**config.mk**
```make
export PLATFORM = sky130hd
export DESIGN_NAME = csw_div
export DESIGN_NICKNAME = d
export VERILOG_FILES = /design/src/rtl/cosine_sum_window_generator_top_assert.svh /design/src/rtl/csw_pkg.sv /design/src/rtl/csw_div.sv
export SDC_FILE = /design/constraint.sdc
export NUM_CORES = 2
export LEC_CHECK = 0
export ABC_AREA = 1
export BUFFER_PORTS_ARGS = -buffer_cell sky130_fd_sc_hd__buf_2
export CAP_MARGIN = 15
export CORE_MARGIN = 3
export CORE_UTILIZATION = 63
export CTS_BUF_LIST = sky130_fd_sc_hd__clkbuf_8 sky130_fd_sc_hd__clkbuf_16
export DETAILED_ROUTE_END_ITERATION = 10
export PLACE_DENSITY_LB_ADDON = 0.12
export SYNTH_ARGS = -nofsm -noshare
export SYNTH_HDL_FRONTEND = slang
export SYNTH_SLANG_ARGS = --single-unit
```
**constraint.sdc**
```tcl
create_clock -name clk -period 3 [get_ports clk]
set_input_delay 0.15 -clock clk [delete_from_list [all_inputs] [get_ports clk]]
set_output_delay 0.15 -clock clk [all_outputs]
set_load 0.05 [all_outputs]
```
**src/rtl/cosine_sum_window_generator_top_assert.svh**
```systemverilog
// Assertion macros used by the window generator top level.
`ifndef COSINE_SUM_WINDOW_GENERATOR_TOP_ASSERT_SVH
`define COSINE_SUM_WINDOW_GENERATOR_TOP_ASSERT_SVH
`ifndef SYNTHESIS
`define CSW_ASSERT_IMPL(lbl, ck, rn, ante, cons) \
  lbl: assert property (@(posedge ck) disable iff (!rn) (ante) |-> (cons)) \
    else $error("same-cycle check failed");
`define CSW_ASSERT_NEXT(lbl, ck, rn, ante, cons) \
  lbl: assert property (@(posedge ck) disable iff (!rn) (ante) |=> (cons)) \
    else $error("next-cycle check failed");
`else
`define CSW_ASSERT_IMPL(lbl, ck, rn, ante, cons)
`define CSW_ASSERT_NEXT(lbl, ck, rn, ante, cons)
`endif
`endif

```
**src/rtl/csw_pkg.sv**
```systemverilog
`timescale 1ns / 1ps
package csw_pkg;
  localparam int INDEX_BITS = 16;
  localparam int FRACTION_BITS = 16;
  localparam int PHASE_BITS = 32;
  localparam int OUT_W = 19;
  localparam int COEF_W = 17;
  localparam int IN_TDATA_W = 16;
  localparam int OUT_TDATA_W = 24;
  localparam int CFG_ADDR_W = 4;
  localparam int HORNER_STEPS = 4;
  localparam int ACC_W = 52;
  localparam int ACC_SHIFT = 46 - FRACTION_BITS;

  localparam logic [30:0] Q30_ONE = 31'h4000_0000;
  localparam logic [31:0] PI_Q30 = 32'd3373259426;

  localparam logic [6:0] SIN_K [HORNER_STEPS] = '{7'd72, 7'd42, 7'd20, 7'd6};
  localparam logic [6:0] COS_K [HORNER_STEPS] = '{7'd56, 7'd30, 7'd12, 7'd2};
  localparam logic [29:0] SIN_M [HORNER_STEPS] = '{
    30'(64'd1073741824 / 72), 30'(64'd1073741824 / 42),
    30'(64'd1073741824 / 20), 30'(64'd1073741824 / 6)};
  localparam logic [29:0] COS_M [HORNER_STEPS] = '{
    30'(64'd1073741824 / 56), 30'(64'd1073741824 / 30),
    30'(64'd1073741824 / 12), 30'(64'd1073741824 / 2)};

  typedef struct packed {
    logic valid;
    logic err;
  } csw_tag_t;

  typedef enum logic [1:0] {
    REG_LENGTH = 2'd0,
    REG_COEF0  = 2'd1,
    REG_COEF1  = 2'd2,
    REG_COEF2  = 2'd3
  } csw_reg_t;
endpackage

```
**src/rtl/csw_div.sv**
```systemverilog
`timescale 1ns / 1ps
module csw_div (
  input  logic                            clk,
  input  logic                            rst_n,
  input  logic                            ce,
  input  logic                            in_valid,
  input  logic [csw_pkg::INDEX_BITS-1:0]  n_i,
  input  logic [csw_pkg::INDEX_BITS-1:0]  len_i,
  output csw_pkg::csw_tag_t               tag_o,
  output logic [csw_pkg::PHASE_BITS-1:0]  phase_o
);
  localparam int IB = csw_pkg::INDEX_BITS;
  localparam int PB = csw_pkg::PHASE_BITS;

  csw_pkg::csw_tag_t tag_r [0:PB];
  logic [IB-1:0]     rem_r [0:PB-1];
  logic [PB-1:0]     q_r   [0:PB];

  always_ff @(posedge clk) begin
    if (!rst_n) begin
      tag_r[0] <= '0;
    end else if (ce) begin
      tag_r[0].valid <= in_valid;
      tag_r[0].err   <= (n_i >= len_i);
    end
  end

  always_ff @(posedge clk) begin
    if (ce) begin
      rem_r[0] <= n_i;
      q_r[0]   <= '0;
    end
  end

  // One quotient bit per stage: the phase is n * 2^32 / N as a turn fraction.
  for (genvar j = 1; j <= PB; j++) begin : g_step
    logic [IB:0] rem2;
    logic        ge;
    assign rem2 = {rem_r[j-1], 1'b0};
    assign ge   = (rem2 >= {1'b0, len_i});

    always_ff @(posedge clk) begin
      if (!rst_n) begin
        tag_r[j] <= '0;
      end else if (ce) begin
        tag_r[j] <= tag_r[j-1];
      end
    end

    always_ff @(posedge clk) begin
      if (ce) begin
        q_r[j] <= {q_r[j-1][PB-2:0], ge};
      end
    end

    if (j < PB) begin : g_rem
      always_ff @(posedge clk) begin
        if (ce) begin
          rem_r[j] <= ge ? IB'(rem2 - {1'b0, len_i}) : IB'(rem2);
        end
      end
    end
  end

  assign tag_o   = tag_r[PB];
  assign phase_o = q_r[PB];
endmodule

```
==> impl_metrics.py <==
metrics = {
    "sta": {
        "setup_tns_ns": 0,
        "worst_pin_slew_ns": 0.8074,
        "max_freq_mhz": 419.0,
        "holdWs_ns": 0.09451,
        "period_share": 0.7956,
        "fin_crit_ns": 2.387,
        "slew_headroom": 0.4617,
        "skew_ns": 0.02088,
        "slew_violations": 0,
        "rsz0062_at_grt": "no",
        "setup_ws_ns": 0.6131,
        "hold_viol": 0,
        "setup_viol": 0,
    },
    "global_routing": {
        "grt_max_degree": 126,
        "grt-ovfl-total": 0,
        "grt_pass1_wl_um": 297700,
        "grt_usage": 0.3109,
        "grt_pass1_vias": 56060,
        "antenna_found_initial": 1,
    },
    "clocking": {
        "path_clk_slew_ns": 0.06,
        "tritoncts": "yes",
        "clock_sinks": 1106,
        "cts_resized": 0,
        "ctsHtreeMaxLevel": 3,
        "clock_tree.buffer_depth": 3,
        "cts_root_buffer": "clkbuf_16",
        "clk_latency_ns": 0.72,
        "numCtsBuffers": 114,
    },
    "die": {
        "io_pins": 70,
        "die_area_mm2": 0.1202,
        "rows": 124,
        "die_w_um": 346.7,
        "core_region_area_mm2": 0.1148,
        "start_util": 0.6370,
        "fp.dieH_um": 346.7,
    },
    "synth": {
        "synthCells": 8936,
        "yosysWarningCount": 0,
        "ys_seq_area_frac": 0.4542,
        "synth_most_common_cell": "nand2_1",
        "synth_common_cells": "3460 x nand2_1, 1282 x inv_1, 1106 x edfxtp_1",
        "ys_ff_latch": 1106,
        "synth_nets": 9530,
        "synth.avg_cell_area_um2": 8.184,
        "synth_cell_type_count": 36,
        "synth_area_mm2": 0.07313,
        "synthArstFlopShare": 0,
        "yosysTopAreaCellShare": 0.4542,
        "synthFlopType": "edfxtp_1",
        "synth_area_leaders": "edfxtp_1 45%, nand2_1 18%, ha_1 9.0%, inv_1 6.6%, nand3_1 4.4%",
        "synth_top_area_cell": "edfxtp_1",
        "synth_edf_count": 1106,
    },
    "flow_run": {
        "maxCapViolations": 0,
    },
    "power_and_ir_drop": {
        "total_power_uw": 82120,
        "leakagePower_uw": 0.03895,
        "vdd_drop_max_mv": 0.7481,
        "power_density_mw_per_mm2": 1029,
    },
    "place": {
        "gp_congestion": 0.9734,
        "place_hpwl_um": 134800,
        "numPortBuffers": 69,
        "place_ws_ns": 0.3179,
    },
    "setup_path": {
        "crit_path_start": "rem_r[9][12]",
        "required_ns": 3.46,
        "end_kind": "flip-flop",
        "arrival_ns": 2.85,
        "crit_type": "reg -> reg",
        "timing.rr.start": "rem_r[9][12]",
        "endpoint": "rem_r[10][13]",
        "r2r_setup_slack_ns": 0.61,
        "r2r_cells": 9,
        "cp_max_fo": 18,
        "crit_path_start_kind": "flip-flop",
        "reg2reg_to": "rem_r[10][13]",
    },
    "min_path": {
        "min_path_type": "in -> reg",
    },
    "route": {
        "drtIter0Drc": 5675,
        "drt_wl_total_um": 189800,
        "drc": 0,
        "vias": 59400,
        "drt_pass1_iterations": 6,
        "wire_per_inst_um": 17.67,
        "avgViaCountPerCell": 5.531,
        "drtAntennaViolNets": 0,
    },
    "cells_and_area": {
        "nNetsFinal": 9721,
        "drive_gt1_frac": 0.07523,
        "syn_to_final_growth_pct": 9.082,
    },
    "status": {
        "status": "completed",
    },
}
-- flip-flops by register name, indices dropped and copies added, names as in the netlist --
register and cells:
tag_r 66, rem_r 512, q_r 528
-- final cells by class --
type,count,area (um^2)
fill,9203,35040
multi-input combinational,6400,34090
sequential,1106,33210
inverter,1311,4946
clock buffer,116,2903
tap,1512,1892
timing repair buffer,194,1757
clock inverter,98,973.4
antenna,1,2.502
-- report_power, final --
group | total [uW] | switching (uW) | internal [uW]
logic | 40700 | 26700 | 14000
registers | 26700 | 3330 | 23400
clock network | 14600 | 6200 | 8440
total | 82100 | 36200 | 45900
-- layout by cell type (no fill, tap or decap), types with 35 or more instances in the layout --
cell type	instances
nand2_1	3458
and2_1	88
nand3_1	648
edfxtp_1	1106
nor2_2	99
nor2_1	446
buf_2	66
nand3b_1	118
xor2_1	145
inv_1	1282
xnor2_1	69
nand2_4	41
inv_2	35
clkbuf_16	116
o21ai_0	36
nand3_2	62
nor3_1	55
nand2_2	42
ha_1	527
a21oi_1	312
buf_4	76
nand4_1	135
-- layer usage --
layer / track usage / up-vias / wire (um)
li1: - / 29290 / -
met1: 0.4284 / 27440 / 81080
met2: 0.5105 / 2187 / 87350
met3: 0.03924 / 472 / 13870
met4: 0.1100 / 2 / 7465
met5: 0 / - / 12
-- critical path: stages (launching register included) --
cell and delay [ns]:
edfxtp_1 0.48, ha_1 0.47, nand2_1 0.14, nor3_1 0.27, and2_1 0.19, nand2_2 0.07, nand2_4 0.18, inv_2 0.17
nand2_1 0.10, nand2_1 0.06
-- what timing repair did --
action	4_1_cts	5_1_grt
buffers inserted	0	0
hold buffers	18	0
hold endpoints to repair	46	0
-- cells by family after synthesis --
kind of cell,after synthesis,synth area share
AOI/OAI and AO/OA,356,0.02467
buffers and inverters,1430,0.07982
DFF,1106,0.4542
xor gates and xnor gates,214,0.02563
and+or+nand+nor,5272,0.3171
adders and majority gates,558,0.09865
-- stage by stage --
stage / instance area [um^2] / cells / util
2_1_floorplan: 73130 / 8936 / -
3_3_place_gp: 75710 / 10510 / 0.6594
3_5_place_dp: 75710 / 10510 / 0.6594
4_1_cts: 79770 / 10740 / 0.6948
5_1_grt: 79770 / 10740 / 0.6948
6_report: 79770 / 10740 / 0.6948
-- how the worst min path moves through the flow --
stage / depth (start not counted) / from / to / slack [ns]
CTS: 5 / len_i[15] / q_r[2][0] / 0.06
floorplan: 0 / n_i[0] / rem_r[0][0] / 0.25
global placement: 1 / n_i[7] / rem_r[0][7] / 0.35
global route: 3 / len_i[0] / rem_r[29][0] / 0.09
finish: 5 / len_i[15] / q_r[2][0] / 0.09
detailed placement: 1 / n_i[7] / rem_r[0][7] / 0.35
Power figures use the tool's default switching activity.
