[config.mk]
export PLATFORM = sky130hd
export DESIGN_NAME = csw_mix
export DESIGN_NICKNAME = d
export VERILOG_FILES = /design/src/rtl/cosine_sum_window_generator_top_assert.svh /design/src/rtl/csw_pkg.sv /design/src/rtl/csw_mix.sv
export SDC_FILE = /design/constraint.sdc
export NUM_CORES = 2
export LEC_CHECK = 0
export ABC_CLOCK_PERIOD_IN_PS = 9600
export BUFFER_PORTS_ARGS = -buffer_cell sky130_fd_sc_hd__buf_2
export CORE_ASPECT_RATIO = 1.1
export CORE_UTILIZATION = 45
export CTS_CLUSTER_SIZE = 30
export DETAILED_ROUTE_END_ITERATION = 12
export PLACE_DENSITY = 0.65
export SLEW_MARGIN = 20
export SYNTH_ARGS = -nofsm -noshare
export SYNTH_HDL_FRONTEND = slang
export SYNTH_SLANG_ARGS = --single-unit
[constraint.sdc]
create_clock -name clk -period 9.6 [get_ports clk]
set_clock_uncertainty 0.05 [all_clocks]
set_input_delay 0.48 -clock clk [delete_from_list [all_inputs] [get_ports clk]]
set_output_delay 0.48 -clock clk [all_outputs]
set_load 0.005 [all_outputs]
[src/rtl/cosine_sum_window_generator_top_assert.svh]
// Assertion macros used by the window generator top level.
`ifndef COSINE_SUM_WINDOW_GENERATOR_TOP_ASSERT_SVH
`define COSINE_SUM_WINDOW_GENERATOR_TOP_ASSERT_SVH
`ifndef SYNTHESIS
`define CSW_ASSERT_IMPL(lbl, ck, rn, ante, cons) \
  lbl: assert property (@(posedge ck) disable iff (!rn) (ante) |-> (cons)) \
    else $error("same-cycle check failed");
`define CSW_ASSERT_NEXT(lbl, ck, rn, ante, cons) \
  lbl: assert property (@(posedge ck) disable iff (!rn) (ante) |=> (cons)) \
    else $error("next-cycle check failed");
`else
`define CSW_ASSERT_IMPL(lbl, ck, rn, ante, cons)
`define CSW_ASSERT_NEXT(lbl, ck, rn, ante, cons)
`endif
`endif

[src/rtl/csw_pkg.sv]
`timescale 1ns / 1ps
package csw_pkg;
  localparam int INDEX_BITS = 16;
  localparam int FRACTION_BITS = 16;
  localparam int PHASE_BITS = 32;
  localparam int OUT_W = 19;
  localparam int COEF_W = 17;
  localparam int IN_TDATA_W = 16;
  localparam int OUT_TDATA_W = 24;
  localparam int CFG_ADDR_W = 4;
  localparam int HORNER_STEPS = 4;
  localparam int ACC_W = 52;
  localparam int ACC_SHIFT = 46 - FRACTION_BITS;

  localparam logic [30:0] Q30_ONE = 31'h4000_0000;
  localparam logic [31:0] PI_Q30 = 32'd3373259426;

  localparam logic [6:0] SIN_K [HORNER_STEPS] = '{7'd72, 7'd42, 7'd20, 7'd6};
  localparam logic [6:0] COS_K [HORNER_STEPS] = '{7'd56, 7'd30, 7'd12, 7'd2};
  localparam logic [29:0] SIN_M [HORNER_STEPS] = '{
    30'(64'd1073741824 / 72), 30'(64'd1073741824 / 42),
    30'(64'd1073741824 / 20), 30'(64'd1073741824 / 6)};
  localparam logic [29:0] COS_M [HORNER_STEPS] = '{
    30'(64'd1073741824 / 56), 30'(64'd1073741824 / 30),
    30'(64'd1073741824 / 12), 30'(64'd1073741824 / 2)};

  typedef struct packed {
    logic valid;
    logic err;
  } csw_tag_t;

  typedef enum logic [1:0] {
    REG_LENGTH = 2'd0,
    REG_COEF0  = 2'd1,
    REG_COEF1  = 2'd2,
    REG_COEF2  = 2'd3
  } csw_reg_t;
endpackage

[src/rtl/csw_mix.sv]
`timescale 1ns / 1ps
module csw_mix (
  input  logic                              clk,
  input  logic                              rst_n,
  input  logic                              ce,
  input  csw_pkg::csw_tag_t                 tag_i,
  input  logic signed [31:0]                cos1_i,
  input  logic signed [31:0]                cos2_i,
  input  logic [csw_pkg::COEF_W-1:0]        a0_i,
  input  logic [csw_pkg::COEF_W-1:0]        a1_i,
  input  logic [csw_pkg::COEF_W-1:0]        a2_i,
  output csw_pkg::csw_tag_t                 tag_o,
  output logic signed [csw_pkg::OUT_W-1:0]  value_o
);
  localparam int AW = csw_pkg::ACC_W;
  localparam int SH = csw_pkg::ACC_SHIFT;
  localparam logic signed [AW-1:0] HI = AW'((64'sd1 <<< (csw_pkg::OUT_W - 1)) - 1);
  localparam logic signed [AW-1:0] LO = AW'(-(64'sd1 <<< (csw_pkg::OUT_W - 1)));
  localparam logic signed [AW-1:0] HALF = AW'(64'sd1 <<< (SH - 1));

  csw_pkg::csw_tag_t m1_tag_r, m2_tag_r, m3_tag_r;
  logic signed [49:0] p0_r, p1_r, p2_r;
  logic signed [AW-1:0] acc_r;
  logic signed [csw_pkg::OUT_W-1:0] val_r;
  logic signed [49:0] p1, p2;
  logic signed [AW-1:0] scaled;

  assign p1 = $signed({1'b0, a1_i}) * cos1_i;
  assign p2 = $signed({1'b0, a2_i}) * cos2_i;
  // Rounds half up: adding one half then an arithmetic shift floors.
  assign scaled = (acc_r + HALF) >>> SH;

  always_ff @(posedge clk) begin
    if (!rst_n) begin
      m1_tag_r <= '0;
      m2_tag_r <= '0;
      m3_tag_r <= '0;
    end else if (ce) begin
      m1_tag_r <= tag_i;
      m2_tag_r <= m1_tag_r;
      m3_tag_r <= m2_tag_r;
    end
  end

  always_ff @(posedge clk) begin
    if (ce) begin
      p0_r  <= $signed({3'd0, a0_i, 30'd0});
      p1_r  <= p1;
      p2_r  <= p2;
      acc_r <= AW'(p0_r) - AW'(p1_r) + AW'(p2_r);
      if (m2_tag_r.err) begin
        val_r <= '0;
      end else if (scaled > HI) begin
        val_r <= csw_pkg::OUT_W'(HI);
      end else if (scaled < LO) begin
        val_r <= csw_pkg::OUT_W'(LO);
      end else begin
        val_r <= csw_pkg::OUT_W'(scaled);
      end
    end
  end

  assign tag_o   = m3_tag_r;
  assign value_o = val_r;
endmodule

==> flow_metrics.tcl <==
set metrics [dict create \
    outcome "finished, final reports clean" \
    relSlewSlack 0.359 \
    gr-total-overflow 0 \
    synthTopCellsByArea "fa_1, inv_1, edfxtp_1" \
    min_path_cells 1 \
    ant_nets 0 \
    end_kind "flip-flop" \
    core_sq_mm 0.102 \
    yosys.area.top_type "fa_1" \
    synthToLayoutAreaGrowth_pct 5.01 \
    row_count 123 \
    holdBufCountCts 0 \
    dieArea_sq_mm 0.105 \
    hold_violations 0 \
    antenna_found_initial 2 \
    vias 31876 \
    wl_um 109000 \
    detailed_place_hpwl_um 85500 \
    grt_use_total 0.223 \
    seq_area_frac_synth 0.105 \
    finalCritPeriodShare 0.736 \
    die_h_um 339 \
    critPathCapture "p1_r[49]" \
    first_iter_violations 1569 \
    start_util 0.454 \
    topRoutingLayerUsed "met4" \
    rrSetupSlack_ps 5580 \
    synth-seq-cells 165 \
    worstReg2RegEnd "acc_r[45]" \
    met3_length_um 4320 \
    cts_setup_buffers 0 \
    drive_above_1_share 0.0419 \
    path_class "in2reg" \
    crit_chain "buf_2 > nand2_1 > fa_1 > inv_1 > fa_1 > fa_1 > fa_1 > fa_1 > inv_1 > fa_1 > inv_1 > ha_1 > a21o_1 > o2bb2ai_1 > a21o_1 > a221o_1 > o21ai_2 > o31ai_2 > a221oi_2 > o21a_1 > o21ai_1 > a21oi_1 > xnor2_1" \
    fin_tns_setup_ps 0 \
    viasPerCell 5.07 \
    tightest_slew_ps 961 \
    timing.hold.ws_ps 164 \
    worstPathArrival_ps 7200 \
    met2_length_um 57700 \
    rsz0062_at_grt "false" \
    clkSinkCount 165 \
    wire_per_inst_um 17.4 \
    grt_pass1_wl_um 183000 \
    cts_htree_levels 4 \
    ys_types 79 \
    dr.pass1.iters 5 \
    port_buffers 140 \
    pin_count 141 \
    ys.flop_type "edfxtp_1" \
    cts.repair.resized 0 \
    drt-met1-wl_um 42400 \
    netlist.area_leader.share 0.456 \
    syn-cell-area_sq_mm 0.0465 \
    r2r-start "p1_r[7]" \
    slowest_delay_ps 610 \
    cts_buffer_depth 2 \
    drc 0 \
    globalplace.congestion 0.854 \
    yosys_warnings 0 \
    cp_num_cells 23 \
    crit_path_frequent_cell "fa_1" \
    finalMaxSlewViolations 0 \
    avgSynthCellArea_sq_um 9.43 \
    grt_pass1_vias 35457 \
    cts_tree "built" \
    clock_latency_ps 440 \
    cts_root_buf "clkbuf_16" \
    crit_start "a1_i[9]" \
    numCtsBuffers 17 \
    setup_viol 0 \
    path_clk_slew_ps 70 \
    worstHoldPathType "in2reg" \
    finalCriticalPeriod_ps 7060 \
    syn_nets 6422 \
    nets 6402 \
    maxCapViolations 0 \
    reg2regPathDepth 14 \
    synth_cells 4925 \
    crit_buf_inv 4 \
    cp_top_family "adder cells" \
    die_w_um 308 \
    max_freq_ghz 0.142 \
    async_flop_share 0 \
    crit_path_top_delay_cell "buf_2" \
    crit_path_max_fanout 32 \
    grt_max_degree 92 \
    cp.required_ps 9730 \
    synth_edf_count 159 \
    n_antenna_cell 0 \
    cp-start-kind "input port" \
]
## metal layers
metal  track usage  up-vias
li1              -    14330
met1         0.268    16521
met2         0.408      780
met3        0.0211      245
met4        0.0860        0
met5             0        -
## flip-flops by register name (all words and copies together), names as in the netlist
signal and flops:
p0_r 17, p1_r 50, tag_o 2, value_o 19
p2_r 50, m2_tag_r 2, m1_tag_r 2, acc_r 23
## cells in the mapped netlist (all sizes together), types with 3 or more instances
master / n
o211a: 3
xor2: 39
buf: 4
or3: 3
a221oi: 4
nor3: 13
a21oi: 115
a211oi: 10
a31o: 4
or2: 3
o2111ai: 3
o21bai: 19
o21ai: 68
nand2b: 11
a21o: 67
a311oi: 4
inv: 1361
nand3: 34
and2: 643
a31oi: 8
a211o: 5
nand2: 498
clkbuf: 179
o211ai: 8
mux2i: 6
o31ai: 8
nor2: 62
and3: 19
nor2b: 22
nor4: 3
ha: 318
a21boi: 3
nand4: 18
fa: 1059
o21a: 11
xnor2: 96
dfxtp: 6
edfxtp: 159
## cells in the final DEF (no fill, tap or decap), types with 6 or more instances in the layout
cell type,instances
inv_1,1361
fa_1,1059
and2_1,643
nand2_1,498
ha_1,318
edfxtp_1,159
buf_2,139
a21oi_1,109
xnor2_1,96
a21o_1,66
nor2_1,60
o21ai_0,59
xor2_1,39
nand3_1,34
nor2b_1,22
and3_1,19
nand4_1,18
o21bai_1,18
clkbuf_16,17
nor3_1,13
o21a_1,11
nand2b_1,11
o211ai_1,8
a211oi_1,8
a31oi_1,7
o31ai_1,7
a21oi_2,6
mux2i_1,6
dfxtp_1,6
## worst min-delay path by stage
stage | startpoint | end
after floorplan | m1_tag_r[0] | m1_tag_r[0]
after detailed placement | m1_tag_r[1] | m2_tag_r[1]
after CTS | a0_i[15] | p0_r[45]
after global routing | a0_i[15] | p0_r[45]
final | a0_i[15] | p0_r[45]
after global placement | m1_tag_r[1] | m1_tag_r[1]
## final cells by class
cell class                 instances  area (sq um)
fill                            9675         53600
timing repair buffer             144           737
tap                             1375          1720
inverter                        1361          5110
sequential                       165          4890
multi-input combinational       3216         35800
clock buffer                      18           429
clock inverter                    14           135
## per-stage QoR
step | area, sq um | std cells | util | setup slack (ps)
floorplan | 46500 | 4925 | - | 3040
global placement | 48200 | 6261 | 0.471 | 2230
detailed placement | 48200 | 6261 | 0.471 | 2170
CTS | 48800 | 6293 | 0.477 | 2630
global route | 48800 | 6293 | 0.477 | 2180
finish | 48800 | 6293 | 0.477 | 2540
## kinds of logic after synthesis
family	count (synthesis)	share of synthesized area
compound gates	362	0.0522
mux	6	0.00129
xor+xnor	135	0.0254
fa+ha+maj	1377	0.542
buf+inv	1544	0.125
simple gates	1336	0.149
flops	165	0.105
Power is left out: the tool's default activity adds up to more than one toggle a clock period on the data nets, which glitch-free logic cannot reach.
